File: config.mk
export PLATFORM = sky130hd
export DESIGN_NAME = pcbe_queue
export DESIGN_NICKNAME = d
export VERILOG_FILES = /design/src/hdl/pcbe_pkg.sv /design/src/hdl/pcbe_queue.sv
export SDC_FILE = /design/constraint.sdc
export NUM_CORES = 1
export LEC_CHECK = 0
export ABC_AREA = 1
export BUFFER_PORTS_ARGS = -buffer_cell sky130_fd_sc_hd__buf_2
export CAP_MARGIN = 20
export CORE_AREA = 3 3 60 62
export DETAILED_ROUTE_END_ITERATION = 10
export DIE_AREA = 0 0 63 65
export PLACE_DENSITY = 0.75
export SYNTH_ARGS = -nofsm -noshare
export SYNTH_HDL_FRONTEND = slang
export SYNTH_SLANG_ARGS = --single-unit
export TNS_END_PERCENT = 20
File: constraint.sdc
create_clock -name clk -period 1.8 [get_ports clk]
set_input_delay 0.09 -clock clk [delete_from_list [all_inputs] [get_ports clk]]
set_output_delay 0.09 -clock clk [all_outputs]
set_load 0.1 [all_outputs]
File: src/hdl/pcbe_pkg.sv
// Shared constants and types of the piecewise cubic Bezier evaluator.
// Depends on nothing; every other file of the block imports it.
package pcbe_pkg;

    localparam int PT_PER_SEG  = 4;
    localparam int PT_IDX_W    = 2;
    localparam int SEG_IDX_W   = 3;
    localparam int QUEUE_DEPTH = 4;
    localparam int QPTR_W      = 2;

    localparam logic KIND_LOAD = 1'b0;
    localparam logic KIND_EVAL = 1'b1;

    // Operation tag that travels with every queued beat.
    typedef struct packed {
        logic                is_eval;
        logic [PT_IDX_W-1:0] point;
    } pcbe_op_t;

endpackage

File: src/hdl/pcbe_queue.sv
// Short register queue that decouples the front end from the evaluation pipeline.
// Depends on pcbe_pkg for its depth.
module pcbe_queue
    import pcbe_pkg::*;
#(
    parameter int WIDTH = 8
)
(
    input  logic             clk,
    input  logic             rst_n,
    input  logic             push_valid,
    output logic             push_ready,
    input  logic [WIDTH-1:0] push_data,
    output logic             pop_valid,
    input  logic             pop_ready,
    output logic [WIDTH-1:0] pop_data
);

    logic [WIDTH-1:0]  slot_reg [QUEUE_DEPTH];
    logic [QPTR_W-1:0] wptr_reg;
    logic [QPTR_W-1:0] rptr_reg;
    logic [QPTR_W:0]   count_reg;
    logic              do_push;
    logic              do_pop;

    assign push_ready = (count_reg != (QPTR_W + 1)'(QUEUE_DEPTH));
    assign pop_valid  = (count_reg != '0);
    assign pop_data   = slot_reg[rptr_reg];
    assign do_push    = push_valid && push_ready;
    assign do_pop     = pop_valid && pop_ready;

    always_ff @(posedge clk)
    begin
        if (do_push)
        begin
            slot_reg[wptr_reg] <= push_data;
        end
    end

    always_ff @(posedge clk or negedge rst_n)
    begin
        if (!rst_n)
        begin
            wptr_reg  <= '0;
            rptr_reg  <= '0;
            count_reg <= '0;
        end
        else
        begin
            if (do_push)
            begin
                wptr_reg <= wptr_reg + 1'b1;
            end
            if (do_pop)
            begin
                rptr_reg <= rptr_reg + 1'b1;
            end
            if (do_push && !do_pop)
            begin
                count_reg <= count_reg + 1'b1;
            end
            else if (do_pop && !do_push)
            begin
                count_reg <= count_reg - 1'b1;
            end
        end
    end

endmodule

==> run_summary.xml <==
<?xml version="1.0" encoding="UTF-8"?>
<metrics>
  <group name="status">
    <metric name="outcome" unit="">complete, no violations</metric>
  </group>
  <group name="critical_path">
    <metric name="timing.rr.start" unit="">count_reg[1]$_DFFE_PN0P_</metric>
    <metric name="timing_worst_setup_path_type" unit="">flop to output port</metric>
    <metric name="worst_setup_path_startpoint" unit="">rptr_reg[0]$_DFFE_PN0P_</metric>
    <metric name="critPathMaxFanout" unit="">20</metric>
    <metric name="critPathArrivalTime" unit="ps">1590</metric>
    <metric name="start_kind" unit="">flop</metric>
    <metric name="crit_path_required_time" unit="ps">1710</metric>
    <metric name="setup.worst_path.end_class" unit="">output port</metric>
    <metric name="r2r_setup_slack" unit="ps">130</metric>
    <metric name="timing.reg2reg.worst_path_depth" unit="">9</metric>
  </group>
  <group name="final_layout">
    <metric name="max_reg_flops" unit="">32</metric>
    <metric name="nets" unit="">212</metric>
    <metric name="layout-area-overhead-vs-synth" unit="%">26.6</metric>
    <metric name="n_antenna_cell" unit="">0</metric>
    <metric name="drive_above_1_share" unit="%">25.3</metric>
    <metric name="design_area" unit="sq mm">0.00219</metric>
  </group>
  <group name="yosys">
    <metric name="yosys_warnings" unit="">0</metric>
    <metric name="synth_simple_gate_area_share" unit="%">12.4</metric>
    <metric name="ys_top_cells_by_area" unit="">sky130_fd_sc_hd__edfxtp_1, sky130_fd_sc_hd__dfrtp_1, sky130_fd_sc_hd__nand2_1</metric>
    <metric name="synth-async-reset-ratio" unit="%">17.9</metric>
    <metric name="postSynthRegisterBits" unit="">39</metric>
    <metric name="syn-cell-area" unit="sq mm">0.00173</metric>
    <metric name="yosys_most_used_dff" unit="">sky130_fd_sc_hd__edfxtp_1</metric>
    <metric name="synth.cells.most_frequent" unit="">sky130_fd_sc_hd__nand2_1, sky130_fd_sc_hd__edfxtp_1, sky130_fd_sc_hd__inv_1</metric>
    <metric name="synth_compound_area_share" unit="%">7.23</metric>
    <metric name="synth_xor_xnor_area_share" unit="%">0.506</metric>
    <metric name="combinational_family_with_the_most_area_after_synthesis" unit="">simple AND/OR/NAND/NOR gates</metric>
    <metric name="synthesis.area_per_instance" unit="sq um">11.4</metric>
    <metric name="post_synth_fa_ha_maj_area_fraction" unit="%">4.77</metric>
    <metric name="synth_most_common_cell" unit="">sky130_fd_sc_hd__nand2_1</metric>
    <metric name="yosysTopAreaCellShare" unit="%">55.5</metric>
    <metric name="synth_cell_types" unit="">17</metric>
    <metric name="cell_accounting_for_the_most_synthesized_area" unit="">sky130_fd_sc_hd__edfxtp_1</metric>
    <metric name="mapped_nets" unit="">170</metric>
    <metric name="synth-edff-count" unit="">32</metric>
    <metric name="postSynthCellCount" unit="">152</metric>
    <metric name="sequential_area_share_after_synthesis" unit="%">65.6</metric>
    <metric name="synth.area.mux_share" unit="%">0</metric>
  </group>
  <group name="cts">
    <metric name="htree_levels" unit="">2</metric>
    <metric name="clock_tree_from_tritoncts" unit="">yes</metric>
    <metric name="root_buffer" unit="">sky130_fd_sc_hd__clkbuf_4</metric>
    <metric name="cts_max_path_buffers" unit="">2</metric>
    <metric name="cts-buffers-inserted" unit="">5</metric>
    <metric name="clkSlewWorstSetupHoldPaths" unit="ps">100</metric>
    <metric name="cts.sinks" unit="">39</metric>
    <metric name="clkLatencyLatePin" unit="ps">340</metric>
  </group>
  <group name="route">
    <metric name="drc" unit="">0</metric>
    <metric name="drt_wl_total" unit="mm">3.08</metric>
    <metric name="detail_route.iter0.violations" unit="">21</metric>
    <metric name="via_per_inst" unit="">4.74</metric>
    <metric name="avgRoutedWirePerCell" unit="um">12.9</metric>
    <metric name="drtAntennaViolNets" unit="">0</metric>
    <metric name="first_pass_iters" unit="">4</metric>
    <metric name="vias" unit="">1127</metric>
  </group>
  <group name="global_routing">
    <metric name="grt_first_pass_wirelength" unit="mm">5.13</metric>
    <metric name="initial_antenna_violation_count" unit="">0</metric>
    <metric name="grt_pass1_vias" unit="">1086</metric>
    <metric name="grt_overflow" unit="">0</metric>
    <metric name="pin_count_of_the_biggest_net_entering_global_routing" unit="">21</metric>
    <metric name="grtUsageTotal" unit="%">17.4</metric>
  </group>
  <group name="placement">
    <metric name="finalWeightedCongestion" unit="">0.808</metric>
    <metric name="dpl.hpwl" unit="mm">2.11</metric>
    <metric name="post_dp_cell_area" unit="sq mm">0.00202</metric>
    <metric name="io_buffer_count" unit="">21</metric>
  </group>
  <group name="timing">
    <metric name="final_period_minus_worst_setup_slack" unit="ps">1680</metric>
    <metric name="worstMarginPinSlew" unit="ps">493</metric>
    <metric name="relSlewSlack" unit="%">67.3</metric>
    <metric name="setup-violations-final" unit="">0</metric>
    <metric name="maxSlewViolCount" unit="">0</metric>
    <metric name="timing.final.hold_violations" unit="">0</metric>
    <metric name="final_critical_path_share_of_the_clock_period" unit="%">93.2</metric>
    <metric name="achievable-frequency" unit="GHz">0.596</metric>
    <metric name="grt_setup_unrepaired" unit="">no</metric>
    <metric name="final.setup_skew" unit="ps">11.2</metric>
  </group>
  <group name="die">
    <metric name="die_area" unit="sq mm">0.00410</metric>
    <metric name="chipWidth" unit="um">63</metric>
    <metric name="start_util" unit="%">56.3</metric>
    <metric name="die_height" unit="um">65</metric>
    <metric name="placement_rows" unit="">20</metric>
    <metric name="fp.coreArea" unit="sq mm">0.00308</metric>
    <metric name="ios" unit="">22</metric>
  </group>
  <group name="worst_hold_path">
    <metric name="hold_path_class" unit="">input port to flop</metric>
    <metric name="min-delay-start" unit="">pop_ready</metric>
    <metric name="whs_path_depth" unit="">3</metric>
  </group>
  <group name="run">
    <metric name="cap_violations" unit="">0</metric>
  </group>
</metrics>
-- timing repair --
action / CTS / global route
setup buffers: 0 / 3
hold endpoints to repair: 39 / 0
cloned: 0 / 0
hold buffers: 9 / 0
setup endpoints to repair: 5 / 7
pin swaps: 0 / 2
resized for setup: 1 / 6
-- per-layer routing --
layer	share of wire, %	vias to the layer above	routed length, um	track usage, %
met1	42	521	1310	19.1
met2	52	17	1610	31.4
met4	1.7	0	53	6.61
met5	0	-	0	0
li1	-	583	-	-
met3	3.4	6	106	5.37
-- logic make-up (layout without fill, tap and decap cells) --
family | after synthesis | count (layout)
xor+xnor | 1 | 1
compound gates | 17 | 17
fa+ha+maj | 6 | 6
flops | 39 | 39
simple gates | 53 | 53
buf+inv | 36 | 78
-- final cells by class --
type / instances / area (sq um)
tap: 44 / 55.1
clock buffer: 5 / 37.5
multi-input combinational: 77 / 482
inverter: 32 / 125
sequential: 39 / 1140
fill: 208 / 886
clock inverter: 2 / 8.76
timing repair buffer: 39 / 348
-- stage by stage --
stage | utilization [%] | hold slack [ps] | cells | TNS (ps) | worst slack [ps]
after global placement | 65.5 | -65.3 | 219 | 0 | 143
final | 71.2 | 42.3 | 238 | 0 | 122
after floorplan | - | -206 | 152 | -257 | -129
after CTS | 70.0 | 23.7 | 235 | 0 | 9.99
after detailed placement | 65.5 | -64.7 | 219 | 0 | 74.7
after global routing | 71.2 | 25.8 | 238 | 0 | 3.28
-- final timing paths --
kind                                                 end
worst max-delay path                         pop_data[7]
worst min-delay path             rptr_reg[0]$_DFFE_PN0P_
worst max register to register  count_reg[1]$_DFFE_PN0P_
worst min register to register   wptr_reg[0]$_DFFE_PN0P_
max in group asynchronous       count_reg[1]$_DFFE_PN0P_
min in group asynchronous        wptr_reg[0]$_DFFE_PN0P_
-- critical path, cell delays in order, from the launching register on --
cell and delay (ps):
sky130_fd_sc_hd__dfrtp_1 430, sky130_fd_sc_hd__clkinv_4 150, sky130_fd_sc_hd__buf_8 180, sky130_fd_sc_hd__o211ai_1 170, sky130_fd_sc_hd__nand2_1 130, sky130_fd_sc_hd__buf_12 180
-- layout by cell type (no fill, tap or decap), types with 2 or more instances in the layout --
cell                             n
sky130_fd_sc_hd__buf_12          5
sky130_fd_sc_hd__buf_4           8
sky130_fd_sc_hd__inv_1          25
sky130_fd_sc_hd__o211ai_1       16
sky130_fd_sc_hd__ha_1            4
sky130_fd_sc_hd__nor2_1          4
sky130_fd_sc_hd__inv_2           6
sky130_fd_sc_hd__dfrtp_1         7
sky130_fd_sc_hd__nand2_4         2
sky130_fd_sc_hd__nand3_4         2
sky130_fd_sc_hd__edfxtp_1       32
sky130_fd_sc_hd__nand3_1         5
sky130_fd_sc_hd__dlygate4sd3_1   9
sky130_fd_sc_hd__clkbuf_4        6
sky130_fd_sc_hd__nand2_1        39
sky130_fd_sc_hd__buf_2          15
Power is left out: the tool's default activity adds up to more than one toggle a clock period on the data nets, which glitch-free logic cannot reach.
