**src/hdl/pcbe_pkg.sv**
```systemverilog
// Shared constants and types of the piecewise cubic Bezier evaluator.
// Depends on nothing; every other file of the block imports it.
package pcbe_pkg;

    localparam int PT_PER_SEG  = 4;
    localparam int PT_IDX_W    = 2;
    localparam int SEG_IDX_W   = 3;
    localparam int QUEUE_DEPTH = 4;
    localparam int QPTR_W      = 2;

    localparam logic KIND_LOAD = 1'b0;
    localparam logic KIND_EVAL = 1'b1;

    // Operation tag that travels with every queued beat.
    typedef struct packed {
        logic                is_eval;
        logic [PT_IDX_W-1:0] point;
    } pcbe_op_t;

endpackage

```
**src/hdl/pcbe_front.sv**
```systemverilog
// Front end: takes command beats, clamps t, picks the segment and local t,
// and drops loads aimed beyond the table. Depends on pcbe_pkg.
module pcbe_front
    import pcbe_pkg::*;
#(
    parameter int SEGMENT_COUNT = 8,
    parameter int COORD_BITS    = 16,
    parameter int T_FRAC_BITS   = 16,
    parameter int SEG_W         = 3
)
(
    input  logic                         cmd_valid,
    output logic                         cmd_ready,
    input  logic                         kind,
    input  logic [T_FRAC_BITS:0]         t_position,
    input  logic [SEG_IDX_W-1:0]         segment_index,
    input  logic [PT_IDX_W-1:0]          point_index,
    input  logic signed [COORD_BITS-1:0] coord_x,
    input  logic signed [COORD_BITS-1:0] coord_y,
    input  logic signed [COORD_BITS-1:0] coord_z,
    output logic                         q_valid,
    input  logic                         q_ready,
    output pcbe_op_t                     q_op,
    output logic [SEG_W-1:0]             q_seg,
    output logic [T_FRAC_BITS:0]         q_lt,
    output logic [3*COORD_BITS-1:0]      q_coords
);

    localparam int F    = T_FRAC_BITS;
    localparam int TS_W = F + 1 + SEG_W;
    localparam logic [F:0]     T_ONE   = {1'b1, {F{1'b0}}};
    localparam logic [SEG_W:0] SEG_MAX = (SEG_W + 1)'(SEGMENT_COUNT - 1);

    logic [F:0]         t_clamped;
    logic [TS_W-1:0]    t_scaled;
    logic [TS_W-1:0]    t_scaled_m1;
    logic [SEG_W:0]     seg_raw;
    logic [SEG_W-1:0]   eval_seg;
    logic [TS_W-1:0]    lt_wide;
    logic [4:0]         load_seg_ext;
    logic               load_in_range;
    logic               keep;

    always_comb
    begin
        t_clamped   = (t_position > T_ONE) ? T_ONE : t_position;
        t_scaled    = TS_W'(t_clamped) * TS_W'(SEGMENT_COUNT);
        t_scaled_m1 = t_scaled - 1'b1;
        seg_raw     = t_scaled_m1[TS_W-1:F];
        if (t_clamped == '0)
        begin
            eval_seg = '0;
        end
        else if (seg_raw > SEG_MAX)
        begin
            eval_seg = SEG_MAX[SEG_W-1:0];
        end
        else
        begin
            eval_seg = seg_raw[SEG_W-1:0];
        end
        lt_wide = t_scaled - (TS_W'(eval_seg) << F);

        load_seg_ext  = {2'b00, segment_index};
        load_in_range = (load_seg_ext < 5'(SEGMENT_COUNT));
        keep          = (kind == KIND_EVAL) || load_in_range;
    end

    assign cmd_ready    = q_ready;
    assign q_valid      = cmd_valid && keep;
    assign q_op.is_eval = (kind == KIND_EVAL);
    assign q_op.point   = point_index;
    assign q_seg        = (kind == KIND_EVAL) ? eval_seg : load_seg_ext[SEG_W-1:0];
    assign q_lt         = (kind == KIND_EVAL) ? lt_wide[F:0] : '0;
    assign q_coords     = {coord_x, coord_y, coord_z};

endmodule

```
**config.mk**
```make
export PLATFORM = sky130hd
export DESIGN_NAME = pcbe_front
export DESIGN_NICKNAME = d
export VERILOG_FILES = /design/src/hdl/pcbe_pkg.sv /design/src/hdl/pcbe_front.sv
export SDC_FILE = /design/constraint.sdc
export NUM_CORES = 1
export LEC_CHECK = 0
export ABC_AREA = 1
export BUFFER_PORTS_ARGS = -buffer_cell sky130_fd_sc_hd__buf_2
export CORE_ASPECT_RATIO = 1.25
export CORE_MARGIN = 4
export CORE_UTILIZATION = 30
export DETAILED_ROUTE_END_ITERATION = 12
export PLACE_DENSITY = 0.88
export SETUP_SLACK_MARGIN = 0.3
export SLEW_MARGIN = 20
export SYNTH_ARGS = -nofsm -noshare
export SYNTH_HDL_FRONTEND = slang
export SYNTH_SLANG_ARGS = --single-unit
```
**constraint.sdc**
```tcl
create_clock -name vclk -period 2.1
set_input_delay 0.21 -clock vclk [all_inputs]
set_output_delay 0.21 -clock vclk [all_outputs]
set_load 0.01 [all_outputs]
```
==> run summary, run 1 <==
Status = finished clean
Row count = 21
Leak Pwr = 0.4790 nW
F_max = 556.4 MHz
Final number of max-transition violations = 0
Fin crit share = 85.58%
Vias in the first global route = 845
Register area share after synthesis = 0%
Fin Setup TNS = 0 ns
Endpoints failing hold = 0
Min-Delay Path Depth = 0
Pwr per Cell Area = 196.7 nW/µm²
Final std cells w/o fill = 177
Synthesized area = 839.6 µm²
Drt first pass iters = 4
Cell area after layout = 938.4 µm²
DRT iter0 DRCs = 21
Starting Density = 31.33%
Setup WS post-layout = 0.3028 ns
Library cells used by synthesis = 20
Slowest CP cell = buf_4
Final Hold Slack = 0.4200 ns
Detailed-placement wirelength estimate = 1878 µm
YS warnings = 0
Max-cap violations = 0
CLK BUF = 0
# nets final = 218
Largest net degree at the start of global routing = 10
Cells after synthesis = 151
DP Area = 666.9 µm²
Most common cell after layout, fill and taps aside = nand2_1
Vias post-DR = 868
Post-CTS Hold Fix Bufs = 0
Crit-path max FO = 5
Most frequent cells in the layout = nand2_1, buf_2, nor2_1
Setup crit start kind = input pin
Tmin final = 1.797 ns
Worst min-delay path class = in -> out
Post-placement cell count = 170
Most frequent cell on the critical path = nand2_1
Worst vdd ir = 0.00004188 V
Layout cell share with drive strength beyond 1 = 57.34%
Total GRT Usage = 11.98%
Remaining DRCs = 0
Total wire length = 2670 µm
Post-Route Utilization = 35.01%
Die area = 3714 µm²
Crit Path Class = in -> out
Max incr delay on CP = 0.13 ns
WP data arrival = 1.59 ns
Syn avg cell area = 5.560 µm²
Synth-to-Final Area Change = 11.77%
ANT nets after route = 0
Gpl congestion = 0.8783
Die Height = 67.15 µm
Total gr overflow = 0
Setup violators final = 0
CP required = 1.89 ns
DR WL/cell = 15.08 µm
Overall Power = 184.6 µW
Critical Path End = q_seg[1]
Antenna Cells = 0
Fill cells = 305
Seq. cell area = 0 µm²
Core area = 2680 µm²
PortBufs = 39
Wire length of the first global-routing pass = 3677 µm
Worst Setup SP = t_position[3]
Io pins = 146
Worst path cell trace = buf_4, nor2_2, nand2_1, nor2_2, nand2_2, nand2_4, buf_4, o31ai_4, nand4_1, nand2_1, nand2_1, nand3_1, nand2_1, buf_2
CP endpoint kind = output port
Unrepaired setup endpoints after global routing = no
Post-placement setup slack = 0.2083 ns
Initial antenna violation count = 0
DIE WIDTH = 55.32 µm
Seq_cells = 0
Vias/cell = 4.904
==> synth_stat cells <==
| master | number | share of area, % |
|---|---|---|
| nor2_2 | 2 | 1.5 |
| clkbuf_1 | 1 | 0.45 |
| inv_1 | 5 | 2.2 |
| nand3_2 | 1 | 1.2 |
| o21ai_0 | 6 | 3.6 |
| clkinv_1 | 1 | 0.45 |
| nand2_1 | 36 | 16 |
| buf_6 | 1 | 1.3 |
| o31ai_2 | 1 | 1.5 |
| a311oi_1 | 1 | 1.0 |
| buf_4 | 56 | 50 |
| buf_2 | 1 | 0.60 |
| nand3b_1 | 1 | 0.89 |
| o21ai_1 | 1 | 0.60 |
| nand4_1 | 1 | 0.75 |
| o31ai_1 | 1 | 0.89 |
| nand2_2 | 1 | 0.75 |
| conb_1 | 1 | 0.45 |
| nand3_1 | 6 | 3.6 |
| nor2_1 | 27 | 12 |
==> what timing repair did <==
item,4_1_cts,5_1_grt
cloned,1,0
resized for setup,4,64
pin swaps,1,25
buffers inserted,2,4
endpoints found under the setup margin,3,4
==> cell type report <==
cell class         instances  area [µm²]  area share, %
inverters                  6       22.52          2.400
multi-input cells         89       544.3          58.00
well taps                 34       42.54          4.533
repair buffers            48       329.1          35.07
==> kinds of logic after synthesis <==
logic type | after synthesis | share of synthesized area (%)
other cells | 1 | 0.4467
compound gates | 10 | 7.600
buf+inv | 65 | 55.14
simple gates | 75 | 36.81
==> where the power goes <==
| group | leakage [nW] | switching [mW] | internal (mW) |
|---|---|---|---|
| sequential | 0 | 0 | 0 |
| clock | 0 | 0 | 0 |
| combinational | 0.479 | 0.104 | 0.0806 |
| total | 0.479 | 0.104 | 0.0806 |
==> worst max-delay path, delay by kind of cell <==
kind | cells | cell delay [ns]
AND/OR/NAND/NOR | 10 | 0.93
buffers and inverters | 3 | 0.38
AO/OA/AOI/OAI | 1 | 0.08
==> routing by layer <==
layer,up-vias,wire (µm),GRT usage [%]
met5,-,0,0
met4,0,208,11.55
met3,38,269,3.633
met2,51,1326,21.01
met1,384,866,11.11
li1,395,-,-
==> how the worst min path moves through the flow <==
stage	startpoint	to	slack [ns]
2_1_floorplan	q_ready	cmd_ready	0.51
6_report	coord_z[4]	q_coords[4]	0.42
3_5_place_dp	coord_z[11]	q_coords[11]	0.42
5_1_grt	coord_x[13]	q_coords[45]	0.42
4_1_cts	coord_z[11]	q_coords[11]	0.42
3_3_place_gp	coord_z[11]	q_coords[11]	0.42
Power figures use the tool's default switching activity.
==> inputs of run 2 (changes only) <==
Settings changed: CORE_UTILIZATION 30 to 31, PLACE_DENSITY 0.88 to 0.91.
==> run 2 against run 1 <==
Compared with the run above: first-iteration DRC count fell by 38%; non-clock buffer count is 2 higher; sequential share of layout area did not move; critical path type unchanged; highest routed layer unchanged; via count down 1.0%; combinational power shrank 3%; hold slack is the same; power decreased by 2.5%.
==> run summary, run 2 (synthesis results as in run 1) <==
ANT nets after route = 0 (unchanged)
Total GRT Usage = 12.65% (was 11.98%)
Leak Pwr = 0.4909 nW (was 0.4790 nW)
Min-Delay Path Depth = 0 (unchanged)
Tmin final = 1.756 ns (was 1.797 ns)
Die Height = 66.19 µm (was 67.15 µm)
Seq_cells = 0 (unchanged)
CP endpoint kind = output port (unchanged)
Vias/cell = 4.826 (was 4.904)
Layout cell share with drive strength beyond 1 = 49.66% (was 57.34%)
Final Hold Slack = 0.4200 ns (unchanged)
Endpoints failing hold = 0 (unchanged)
DIE WIDTH = 54.55 µm (was 55.32 µm)
PortBufs = 39 (unchanged)
Switching Share = 52.77% (was 56.32%)
# nets final = 220 (was 218)
Crit-path max FO = 8 (was 5)
Seq pwr share = 0% (about the same)
Worst min-delay path class = in -> out (unchanged)
Fin crit share = 83.62% (was 85.58%)
Gpl congestion = 0.8257 (was 0.8783)
Logic pwr share = 100.0% (about the same)
Die area = 3610 µm² (was 3714 µm²)
Synth-to-Final Area Change = 10.13% (was 11.77%)
Core area = 2502 µm² (was 2680 µm²)
Detailed-placement wirelength estimate = 1937 µm (was 1878 µm)
Unrepaired setup endpoints after global routing = yes (was no)
Total wire length = 2556 µm (was 2670 µm)
Fin Setup TNS = 0 ns (unchanged)
Wire length of the first global-routing pass = 3470 µm (was 3677 µm)
Io pins = 146 (unchanged)
CLK BUF = 0 (unchanged)
Setup violators final = 0 (unchanged)
Antenna Cells = 0 (unchanged)
Worst vdd ir = 0.00009712 V (was 0.00004188 V)
Pint = 84.97 µW (was 80.64 µW)
Drt first pass iters = 4 (unchanged)
WP data arrival = 1.55 ns (was 1.59 ns)
Worst hold start = coord_z[11] (was coord_z[4])
Setup crit start kind = input pin (unchanged)
Row count = 20 (was 21)
Initial antenna violation count = 0 (unchanged)
DRT iter0 DRCs = 13 (was 21)
Largest net degree at the start of global routing = 11 (was 10)
Clock power frac = 0% (about the same)
Post-CTS Hold Fix Bufs = 0 (unchanged)
Crit Path Class = in -> out (unchanged)
CP required = 1.89 ns (about the same)
Seq. cell area = 0 µm² (unchanged)
Most common cell after layout, fill and taps aside = nand2_1 (unchanged)
Max-cap violations = 0 (unchanged)
DR WL/cell = 14.36 µm (was 15.08 µm)
Remaining DRCs = 0 (unchanged)
WHS Endpoint = q_coords[11] (was q_coords[4])
Status = finished clean (unchanged)
Vias in the first global route = 798 (was 845)
Vias post-DR = 859 (was 868)
Most frequent cells in the layout = nand2_1, buf_2, nor2_1 (unchanged)
Switch Pwr = 94.94 µW (was 104.0 µW)
Starting Density = 33.55% (was 31.33%)
F_max = 569.5 MHz (was 556.4 MHz)
Total gr overflow = 0 (unchanged)
Final number of max-transition violations = 0 (unchanged)
Pwr per Cell Area = 194.6 nW/µm² (was 196.7 nW/µm²)
[run 2: how the worst max path moves through the flow]
stage / start / endpoint / slack (ns) / cells after the start
after floorplan: t_position[6] / q_lt[16] / 0.67 / 8
after global placement: t_position[6] / q_seg[1] / 0.25 / 14
after detailed placement: t_position[6] / q_seg[1] / 0.20 / 14
after CTS: t_position[6] / q_seg[1] / 0.32 / 14
after global routing: t_position[13] / q_seg[1] / 0.24 / 14
final: t_position[0] / q_seg[1] / 0.34 / 14
[run 2: per-stage QoR]
stage	instance area, µm²	power [mW]	utilization [%]	worst slack, ns	std cells
after floorplan	847.1	0.1749	-	0.6690	153
after global placement	658.1	0.1214	26.30	0.2464	168
after detailed placement	658.1	0.1238	26.30	0.2014	168
after CTS	700.7	0.1317	28.00	0.3199	173
after global routing	924.6	0.1963	36.95	0.2368	178
final	924.6	0.1799	36.95	0.3440	178
[run 2: per-layer routing]
metal  part of all wire, %  GRT usage (%)
met1                    30          11.02
met2                    50          22.46
met3                    12          3.837
met4                   8.2          10.28
met5                     0              0
[run 2: repair_timing]
item | 4_1_cts | 5_1_grt
resized for setup | 1 | 56
pin swaps | 1 | 23
gates cloned | 0 | 1
setup endpoints to repair | 3 | 4
setup buffers | 5 | 4
[run 2: power groups by stage]
stage	Combinational, mW	Clock (mW)	Sequential (mW)
6_report	0.180	0	0
5_1_grt	0.196	0	0
4_1_cts	0.132	0	0
3_5_place_dp	0.124	0	0
3_3_place_gp	0.121	0	0
2_1_floorplan	0.175	0	0
[run 2: worst max-delay path, stage by stage]
cell and delay (ns):
buf_2 0.13, nor2_2 0.10, nand2_1 0.06, nor2_1 0.10, nand2_2 0.10, nand2_4 0.11, buf_8 0.14, o31ai_4 0.08
nand4_1 0.12, nand2_1 0.07, nand2_1 0.08, nand3_2 0.06, nand2_1 0.06, buf_2 0.12
[run 2: layout make-up]
| class | instances | area, µm² |
|---|---|---|
| fill | 284 | 1578 |
| multi-input combinational | 89 | 484.2 |
| timing repair buffer | 50 | 376.6 |
| tap | 33 | 41.29 |
| inverter | 6 | 22.52 |
